[src/sorted_timer_queue_assert.svh]
// ----------------------------------------------------------------------------
// Assertion macros for the sorted timer queue
// Shared assertion forms, clocked on clk and disabled during reset.
// ----------------------------------------------------------------------------
`ifndef SORTED_TIMER_QUEUE_ASSERT_SVH
`define SORTED_TIMER_QUEUE_ASSERT_SVH

// Checks that a condition holds at every clock edge out of reset.
`define STQ_ASSERT_ALWAYS(lbl, cond, msg) \
  lbl: assert property (@(posedge clk) disable iff (!rst_n) (cond)) else $error(msg);

// Checks that a trigger is followed by a consequence in the next cycle.
`define STQ_ASSERT_NEXT(lbl, trig, cons, msg) \
  lbl: assert property (@(posedge clk) disable iff (!rst_n) (trig) |=> (cons)) else $error(msg);

`endif

[src/stq_pkg.sv]
`timescale 1ns / 1ps
// ----------------------------------------------------------------------------
// stq_pkg
// Constants and types shared by the sorted timer queue modules.
// ----------------------------------------------------------------------------
package stq_pkg;

  localparam int NUM_TIMERS_DEF = 16;
  localparam int TIME_BITS_DEF  = 32;
  localparam int ID_BITS        = 4;
  localparam int NUM_IDS        = 16;
  localparam int CMD_BITS       = 2;

  localparam logic [CMD_BITS-1:0] CMD_START   = 2'd0;
  localparam logic [CMD_BITS-1:0] CMD_STOP    = 2'd1;
  localparam logic [CMD_BITS-1:0] CMD_PROCESS = 2'd2;

  // Enables of the slot memory for one cycle.
  typedef struct packed {
    logic we;
    logic re;
  } stq_mem_ctl_t;

endpackage

[src/stq_slot_mem.sv]
`timescale 1ns / 1ps
// ----------------------------------------------------------------------------
// stq_slot_mem
// Slot store: one write port, one read port with registered read data.
// ----------------------------------------------------------------------------
module stq_slot_mem #(
  parameter int DEPTH = 16,
  parameter int AW    = 4,
  parameter int DW    = 36
) (
  input  logic                  clk,
  input  stq_pkg::stq_mem_ctl_t ctl,
  input  logic [AW-1:0]         waddr,
  input  logic [DW-1:0]         wdata,
  input  logic [AW-1:0]         raddr,
  output logic [DW-1:0]         rdata
);
  import stq_pkg::*;

  logic [DW-1:0] mem [DEPTH];
  logic [DW-1:0] rdata_r;

  always_ff @(posedge clk) begin
    if (ctl.we) begin
      mem[waddr] <= wdata;
    end
    if (ctl.re) begin
      rdata_r <= mem[raddr];
    end
  end

  assign rdata = rdata_r;

endmodule

[src/sorted_timer_queue.sv]
`timescale 1ns / 1ps
// ----------------------------------------------------------------------------
// sorted_timer_queue
// Timer list kept sorted by fire time in a slot memory, with a sequencer.
// ----------------------------------------------------------------------------
// Requests enter on in_valid/in_ready: start, stop or process a due head.
// Each request yields one result on out_valid/out_ready carrying the fired
// flag and id, the alarm state of the head and the number of queued timers.
// One request is handled at a time; in_ready is high only while idle.
// Every memory slot visit is a read state followed by a write-back state, so
// stop, start and a process request whose head fires walk the queued slots
// one by one; a start of an id that is already queued first removes it and
// then inserts it anew. The single read port of the slot memory is why each
// visit needs both states.
// The result is held in the output state until out_ready; a stalled receiver
// keeps the block from taking the next request. Reset empties the queue at
// once through the fill count and the per-id queued flags; memory content is
// never read beyond the fill count, so no clearing pass is needed.
// ----------------------------------------------------------------------------
module sorted_timer_queue #(
  parameter int NUM_TIMERS = stq_pkg::NUM_TIMERS_DEF,
  parameter int TIME_BITS  = stq_pkg::TIME_BITS_DEF
) (
  input  logic                               clk,
  input  logic                               rst_n,
  input  logic                               in_valid,
  output logic                               in_ready,
  input  logic [stq_pkg::CMD_BITS-1:0]       in_cmd,
  input  logic [stq_pkg::ID_BITS-1:0]        in_timer_id,
  input  logic [TIME_BITS-1:0]               in_start_time,
  input  logic [TIME_BITS-1:0]               in_expire_delta,
  input  logic [TIME_BITS-1:0]               in_now,
  output logic                               out_valid,
  input  logic                               out_ready,
  output logic                               out_fired,
  output logic [stq_pkg::ID_BITS-1:0]        out_fired_id,
  output logic                               out_alarm_on,
  output logic [TIME_BITS-1:0]               out_alarm_remaining,
  output logic [$clog2(NUM_TIMERS+1)-1:0]    out_queued_count
);
  import stq_pkg::*;

  localparam int IW = (NUM_TIMERS > 1) ? $clog2(NUM_TIMERS) : 1;
  localparam int CW = $clog2(NUM_TIMERS + 1);
  localparam int DW = TIME_BITS + ID_BITS;

  typedef enum logic [10:0] {
    ST_IDLE  = 11'b00000000001,
    ST_PRD   = 11'b00000000010,
    ST_PWB   = 11'b00000000100,
    ST_DRD   = 11'b00000001000,
    ST_DWB   = 11'b00000010000,
    ST_IRD   = 11'b00000100000,
    ST_IWB   = 11'b00001000000,
    ST_ILAST = 11'b00010000000,
    ST_HRD   = 11'b00100000000,
    ST_HWB   = 11'b01000000000,
    ST_OUT   = 11'b10000000000
  } stq_state_t;

  stq_state_t           state_r, state_nxt;
  logic [CMD_BITS-1:0]  cmd_r, cmd_nxt;
  logic [ID_BITS-1:0]   id_r, id_nxt;
  logic [ID_BITS-1:0]   target_r, target_nxt;
  logic [TIME_BITS-1:0] ft_r, ft_nxt;
  logic [TIME_BITS-1:0] now_r, now_nxt;
  logic [CW-1:0]        idx_r, idx_nxt;
  logic [CW-1:0]        count_r, count_nxt;
  logic                 found_r, found_nxt;
  logic [DW-1:0]        carry_r, carry_nxt;
  logic                 fired_r, fired_nxt;
  logic [ID_BITS-1:0]   fired_id_r, fired_id_nxt;
  logic [TIME_BITS-1:0] rem_r, rem_nxt;
  logic [NUM_IDS-1:0]   id_queued_r, id_queued_nxt;

  stq_mem_ctl_t         mem_ctl;
  logic [IW-1:0]        waddr, raddr;
  logic [DW-1:0]        wdata, rdata;
  logic [TIME_BITS-1:0] d_ft;
  logic [ID_BITS-1:0]   d_id;
  logic [DW-1:0]        new_entry;
  logic                 a_over, b_over, new_first;
  logic                 last_slot;

  stq_slot_mem #(
    .DEPTH(NUM_TIMERS),
    .AW   (IW),
    .DW   (DW)
  ) u_slot_mem (
    .clk  (clk),
    .ctl  (mem_ctl),
    .waddr(waddr),
    .wdata(wdata),
    .raddr(raddr),
    .rdata(rdata)
  );

  assign d_ft      = rdata[TIME_BITS-1:0];
  assign d_id      = rdata[DW-1:TIME_BITS];
  assign new_entry = {id_r, ft_r};

  // An overdue timer sorts ahead of one that is not; otherwise earlier fire time wins.
  assign a_over    = ft_r < now_r;
  assign b_over    = d_ft < now_r;
  assign new_first = (a_over != b_over) ? a_over : (ft_r < d_ft);
  assign last_slot = (CW'(idx_r + 1'b1) == count_r);

  always_comb begin
    state_nxt     = state_r;
    cmd_nxt       = cmd_r;
    id_nxt        = id_r;
    target_nxt    = target_r;
    ft_nxt        = ft_r;
    now_nxt       = now_r;
    idx_nxt       = idx_r;
    count_nxt     = count_r;
    found_nxt     = found_r;
    carry_nxt     = carry_r;
    fired_nxt     = fired_r;
    fired_id_nxt  = fired_id_r;
    rem_nxt       = rem_r;
    id_queued_nxt = id_queued_r;
    mem_ctl       = '0;
    raddr         = idx_r[IW-1:0];
    waddr         = idx_r[IW-1:0];
    wdata         = rdata;

    case (state_r)
      ST_IDLE: begin
        if (in_valid) begin
          cmd_nxt      = in_cmd;
          id_nxt       = in_timer_id;
          target_nxt   = in_timer_id;
          ft_nxt       = in_start_time + in_expire_delta;
          now_nxt      = in_now;
          idx_nxt      = '0;
          found_nxt    = 1'b0;
          fired_nxt    = 1'b0;
          fired_id_nxt = '0;
          case (in_cmd)
            CMD_START: begin
              if (id_queued_r[in_timer_id]) begin
                state_nxt = ST_DRD;
              end else if (count_r == CW'(NUM_TIMERS)) begin
                state_nxt = ST_HRD;
              end else if (count_r == '0) begin
                state_nxt = ST_ILAST;
              end else begin
                state_nxt = ST_IRD;
              end
            end
            CMD_STOP: begin
              state_nxt = id_queued_r[in_timer_id] ? ST_DRD : ST_HRD;
            end
            CMD_PROCESS: begin
              state_nxt = (count_r == '0) ? ST_HRD : ST_PRD;
            end
            default: begin
              state_nxt = ST_HRD;
            end
          endcase
        end
      end
      ST_PRD: begin
        mem_ctl.re = 1'b1;
        raddr      = '0;
        state_nxt  = ST_PWB;
      end
      ST_PWB: begin
        if (!(now_r < d_ft)) begin
          fired_nxt    = 1'b1;
          fired_id_nxt = d_id;
          target_nxt   = d_id;
          state_nxt    = ST_DRD;
        end else begin
          state_nxt = ST_HRD;
        end
      end
      ST_DRD: begin
        mem_ctl.re = 1'b1;
        state_nxt  = ST_DWB;
      end
      ST_DWB: begin
        // Entries after the removed one move down by one slot.
        if (found_r) begin
          mem_ctl.we = 1'b1;
          waddr      = idx_r[IW-1:0] - 1'b1;
        end
        if (d_id == target_r) begin
          found_nxt = 1'b1;
        end
        if (last_slot) begin
          count_nxt               = count_r - 1'b1;
          id_queued_nxt[target_r] = 1'b0;
          idx_nxt                 = '0;
          found_nxt               = 1'b0;
          if (cmd_r == CMD_START) begin
            state_nxt = (count_r == CW'(1)) ? ST_ILAST : ST_IRD;
          end else begin
            state_nxt = ST_HRD;
          end
        end else begin
          idx_nxt   = CW'(idx_r + 1'b1);
          state_nxt = ST_DRD;
        end
      end
      ST_IRD: begin
        mem_ctl.re = 1'b1;
        state_nxt  = ST_IWB;
      end
      ST_IWB: begin
        // From the insertion point on, each entry moves up by one slot.
        if (!found_r) begin
          if (new_first) begin
            mem_ctl.we = 1'b1;
            wdata      = new_entry;
            carry_nxt  = rdata;
            found_nxt  = 1'b1;
          end
        end else begin
          mem_ctl.we = 1'b1;
          wdata      = carry_r;
          carry_nxt  = rdata;
        end
        if (last_slot) begin
          state_nxt = ST_ILAST;
        end else begin
          idx_nxt   = CW'(idx_r + 1'b1);
          state_nxt = ST_IRD;
        end
      end
      ST_ILAST: begin
        mem_ctl.we          = 1'b1;
        waddr               = count_r[IW-1:0];
        wdata               = found_r ? carry_r : new_entry;
        count_nxt           = CW'(count_r + 1'b1);
        id_queued_nxt[id_r] = 1'b1;
        state_nxt           = ST_HRD;
      end
      ST_HRD: begin
        if (count_r == '0) begin
          rem_nxt   = '0;
          state_nxt = ST_OUT;
        end else begin
          mem_ctl.re = 1'b1;
          raddr      = '0;
          state_nxt  = ST_HWB;
        end
      end
      ST_HWB: begin
        rem_nxt   = (now_r < d_ft) ? (d_ft - now_r) : '0;
        state_nxt = ST_OUT;
      end
      ST_OUT: begin
        if (out_ready) begin
          state_nxt = ST_IDLE;
        end
      end
      default: begin
        state_nxt = ST_IDLE;
      end
    endcase
  end

  always_ff @(posedge clk) begin
    if (!rst_n) begin
      state_r     <= ST_IDLE;
      count_r     <= '0;
      id_queued_r <= '0;
      found_r     <= 1'b0;
      idx_r       <= '0;
    end else begin
      state_r     <= state_nxt;
      count_r     <= count_nxt;
      id_queued_r <= id_queued_nxt;
      found_r     <= found_nxt;
      idx_r       <= idx_nxt;
    end
  end

  always_ff @(posedge clk) begin
    cmd_r      <= cmd_nxt;
    id_r       <= id_nxt;
    target_r   <= target_nxt;
    ft_r       <= ft_nxt;
    now_r      <= now_nxt;
    carry_r    <= carry_nxt;
    fired_r    <= fired_nxt;
    fired_id_r <= fired_id_nxt;
    rem_r      <= rem_nxt;
  end

  assign in_ready            = (state_r == ST_IDLE);
  assign out_valid           = (state_r == ST_OUT);
  assign out_fired           = fired_r;
  assign out_fired_id        = fired_id_r;
  assign out_alarm_on        = (count_r != '0);
  assign out_alarm_remaining = rem_r;
  assign out_queued_count    = count_r;

`include "sorted_timer_queue_assert.svh"

  `STQ_ASSERT_ALWAYS(a_count_bound, count_r <= CW'(NUM_TIMERS), "queue count above capacity")
  `STQ_ASSERT_ALWAYS(a_ids_match_count, !in_ready || ($countones(id_queued_r) == 32'(count_r)), "queued id flags disagree with count")
  `STQ_ASSERT_ALWAYS(a_one_at_a_time, !(in_ready && out_valid), "input taken while a result is pending")
  `STQ_ASSERT_NEXT(a_result_leaves, out_valid && out_ready, in_ready, "block not idle after result taken")

endmodule

[config.mk]
export PLATFORM = sky130hd
export DESIGN_NAME = sorted_timer_queue
export DESIGN_NICKNAME = d
export VERILOG_FILES = /design/src/stq_pkg.sv /design/src/stq_slot_mem.sv /design/src/sorted_timer_queue.sv
export VERILOG_INCLUDE_DIRS = /design/src /design/src/src
export SDC_FILE = /design/constraint.sdc
export NUM_CORES = 1
export LEC_CHECK = 0
export BUFFER_PORTS_ARGS = -buffer_cell sky130_fd_sc_hd__buf_4
export CORE_MARGIN = 10
export CORE_UTILIZATION = 55
export DETAILED_ROUTE_END_ITERATION = 8
export PLACE_DENSITY_LB_ADDON = 0.08
export SLEW_MARGIN = 20
export SYNTH_ARGS = -nofsm -noshare
export SYNTH_HDL_FRONTEND = slang
export SYNTH_SLANG_ARGS = --single-unit
export TNS_END_PERCENT = 10
[constraint.sdc]
create_clock -name clk -period 12.4 [get_ports clk]
set_input_delay 0 -clock clk [delete_from_list [all_inputs] [get_ports clk]]
set_output_delay 0 -clock clk [all_outputs]
set_load 0.005 [all_outputs]
==> out/results.ini <==
[logic_synthesis]
ys_seq_area_share_pct=64.9
synthFlopType=edfxtp_1
synth_edf_count=759
async_flop_share_pct=0
synth.area.top_cells=edfxtp_1 (63%), mux2i_1 (4.9%), ha_1 (4.5%), dfxtp_1 (2.1%), nor2_1 (2.0%)
syn_area_um2=36300
synth_cell_types=75
synth_top_area_share_pct=62.8
synth_area_per_cell_um2=13.4
yosysWarnings=0
synth_area_leader_cell=edfxtp_1
yosys.cell_count.top_type=edfxtp_1
syn_nets=2939
synthCells=2701
synth_commonest_cells=edfxtp_1 (759), nor2_1 (191), nand2_1 (185)
ys_ff_latch=797

[worst_setup_path]
critPathSlowestCell=a221o_1
critPathLaunchType=register
crit_chain=ha_1, a211oi_1, o21bai_1, a21oi_1, o21ai_0, a21boi_0, o31a_1, o21ai_1, buf_4, nand2_2, a221o_1
path_class=register to register
rrSetupSlack_ns=7.33
r2r.worst_path.cells=11
endpoint_kind=register
max_stage_delay_ns=0.83
crit-reg2reg-capture=u_slot_mem.mem[3][9]
cp.arrival_ns=5.36
r2r-start=u_slot_mem.rdata[4]
path_max_fanout=35
cp.required_ns=12.70

[clock_tree]
cts_tree=done
cts_setup_buffers=0
root_buffer=clkbuf_16
clk_path_buf_depth=3
clkSinkCount=797
htree_levels=3
clock_latency_ns=0.66
cts_buffers=85
clkTransAtPathRegs_ns=0.06

[drt]
drc=0
drt_wl_total_um=101000
post_drt_wl_per_cell_um=25.9
drt_pass1_iterations=5
via_per_inst=6.21
drtAntennaViolNets=0
drtIter0Drc=2561
dr_total_vias=24302

[place]
dp_slack_ns=7.48
numPortBuffers=150
gp_congestion=0.860
dp_hpwl_um=60400
dp.cells=3631

[layout]
final_cells=3914
nNetsFinal=3217
layout-drive-gt1-share_pct=14.2
synthToLayoutAreaGrowth_pct=17.3
fill_cells=4835

[sta]
rsz0062_at_grt=no
finClkSkew_ns=0.0332
period_minus_slack_ns=5.07
fmaxAchievable_ghz=0.197
worst_pin_slew_ns=1.18
fin_ws_ns=7.33
final_hold_viol_count=0
setup_viol=0
slew_violations=0
slew_headroom_pct=21.2
fin_crit_sh_pct=40.8
finalSetupTns_ns=0

[die]
num_io_pins=151
fp.dieW_um=277
dieArea_um2=76700
rows=94
core-area_um2=65600
initial_utilization_pct=55.3
fp.dieH_um=277

[global_routing]
grt_max_degree=73
overflow=0
grt_pass1_vias=24019
grtUsageTotal_pct=25.8
grt_antenna_before_repair=3
grt_pass1_wl_um=151000

[power_and_ir_drop]
vdd_drop_max_v=0.000127
leakagePower_nw=15.0
power.density_nw_per_um2=151
power_mw=6.42

[min_path]
min_to=ft_r[12]
min_delay_path_depth=4
min_from=in_start_time[11]
hp-class=input port to register

[outcome]
outcome=finished, final reports clean

[job]
drv_cap=0

[routing by layer]
metal,wire length (µm),GRT usage (%),vias up
met2,48300,41.9,1045
li1,-,-,10927
met5,18,0,-
met4,2270,7.07,2
met3,8520,5.02,160
met1,42400,34.9,12168
[through the flow]
stage	util [%]	hold WS (ns)	area, µm²
6_report	64.9	0.0407	42600
3_5_place_dp	58.7	0.180	38500
3_3_place_gp	58.7	0.181	38500
2_1_floorplan	-	0.0769	36300
5_1_grt	64.9	0.0370	42600
4_1_cts	64.9	0.0109	42600
[worst max-delay path by stage]
stage | startpoint | to | slack [ns] | depth (start not counted)
final | u_slot_mem.rdata[4] | u_slot_mem.mem[3][9] | 7.33 | 11
after global routing | u_slot_mem.rdata[4] | u_slot_mem.mem[10][5] | 7.16 | 11
after CTS | ft_r[13] | u_slot_mem.mem[1][12] | 7.45 | 11
after detailed placement | u_slot_mem.rdata[4] | u_slot_mem.mem[7][9] | 7.48 | 11
after global placement | u_slot_mem.rdata[4] | u_slot_mem.mem[10][5] | 7.60 | 11
after floorplan | now_r[0] | u_slot_mem.mem[8][0] | 6.86 | 12
[repair_timing]
action	in CTS	in global routing
resized for setup	0	0
hold endpoints to repair	117	0
hold buffers	123	0
setup endpoints to repair	0	0
[report_power, final]
group          switching [mW]  internal (mW)
Combinational           0.444          0.314
Clock                    1.07           1.48
Sequential             0.0752           3.04
[cell type report]
| class | instances | area (µm²) | area share [%] |
|---|---|---|---|
| Antenna cell | 1 | 2.50 | 0.00587 |
| Clock buffer | 99 | 2180 | 5.12 |
| Sequential cell | 797 | 23600 | 55.3 |
| Timing Repair Buffer | 324 | 2780 | 6.53 |
| Multi-Input combinational cell | 1680 | 12000 | 28.2 |
| Inverter | 91 | 342 | 0.802 |
| Clock inverter | 58 | 652 | 1.53 |
| Tap cell | 864 | 1080 | 2.54 |
[cell families after synthesis]
kind of cell	after synthesis	synth area share (%)
AOI/OAI and AO/OA	557	10.6
xor gates and xnor gates	64	1.54
adders and majority gates	132	4.59
buffers and inverters	224	2.44
DFF	797	64.9
muxes	220	6.39
and+or+nand+nor	707	9.58
[critical path: cells and delay by family (launching register included)]
| kind | cells | cell delay, ns |
|---|---|---|
| AND/OR/NAND/NOR | 1 | 0.77 |
| buffers and inverters | 1 | 0.41 |
| AO/OA/AOI/OAI | 8 | 2.64 |
| adder cells (fa/ha/maj) | 1 | 0.39 |
| flip-flops | 1 | 0.46 |
[layout by cell type, fill, tap and decap left out, types with 85 or more instances in the layout]
master,netlist,layout
inv_1,91,90
nor2_1,191,190
dlygate4sd3_1,0,123
mux2i_1,178,178
a21oi_1,113,113
ha_1,130,130
edfxtp_1,759,759
clkbuf_16,0,85
buf_4,0,198
o21ai_0,141,140
nand2_1,185,179
[sequential cells by signal (all words and copies together) (netlist names), 11 cells and up]
name / flops
state_r: 11
out_alarm_remaining: 32
carry_r: 36
ft_r: 32
id_queued_r: 16
u_slot_mem.mem: 576
u_slot_mem.rdata: 36
now_r: 32
Power figures use the tool's default switching activity.
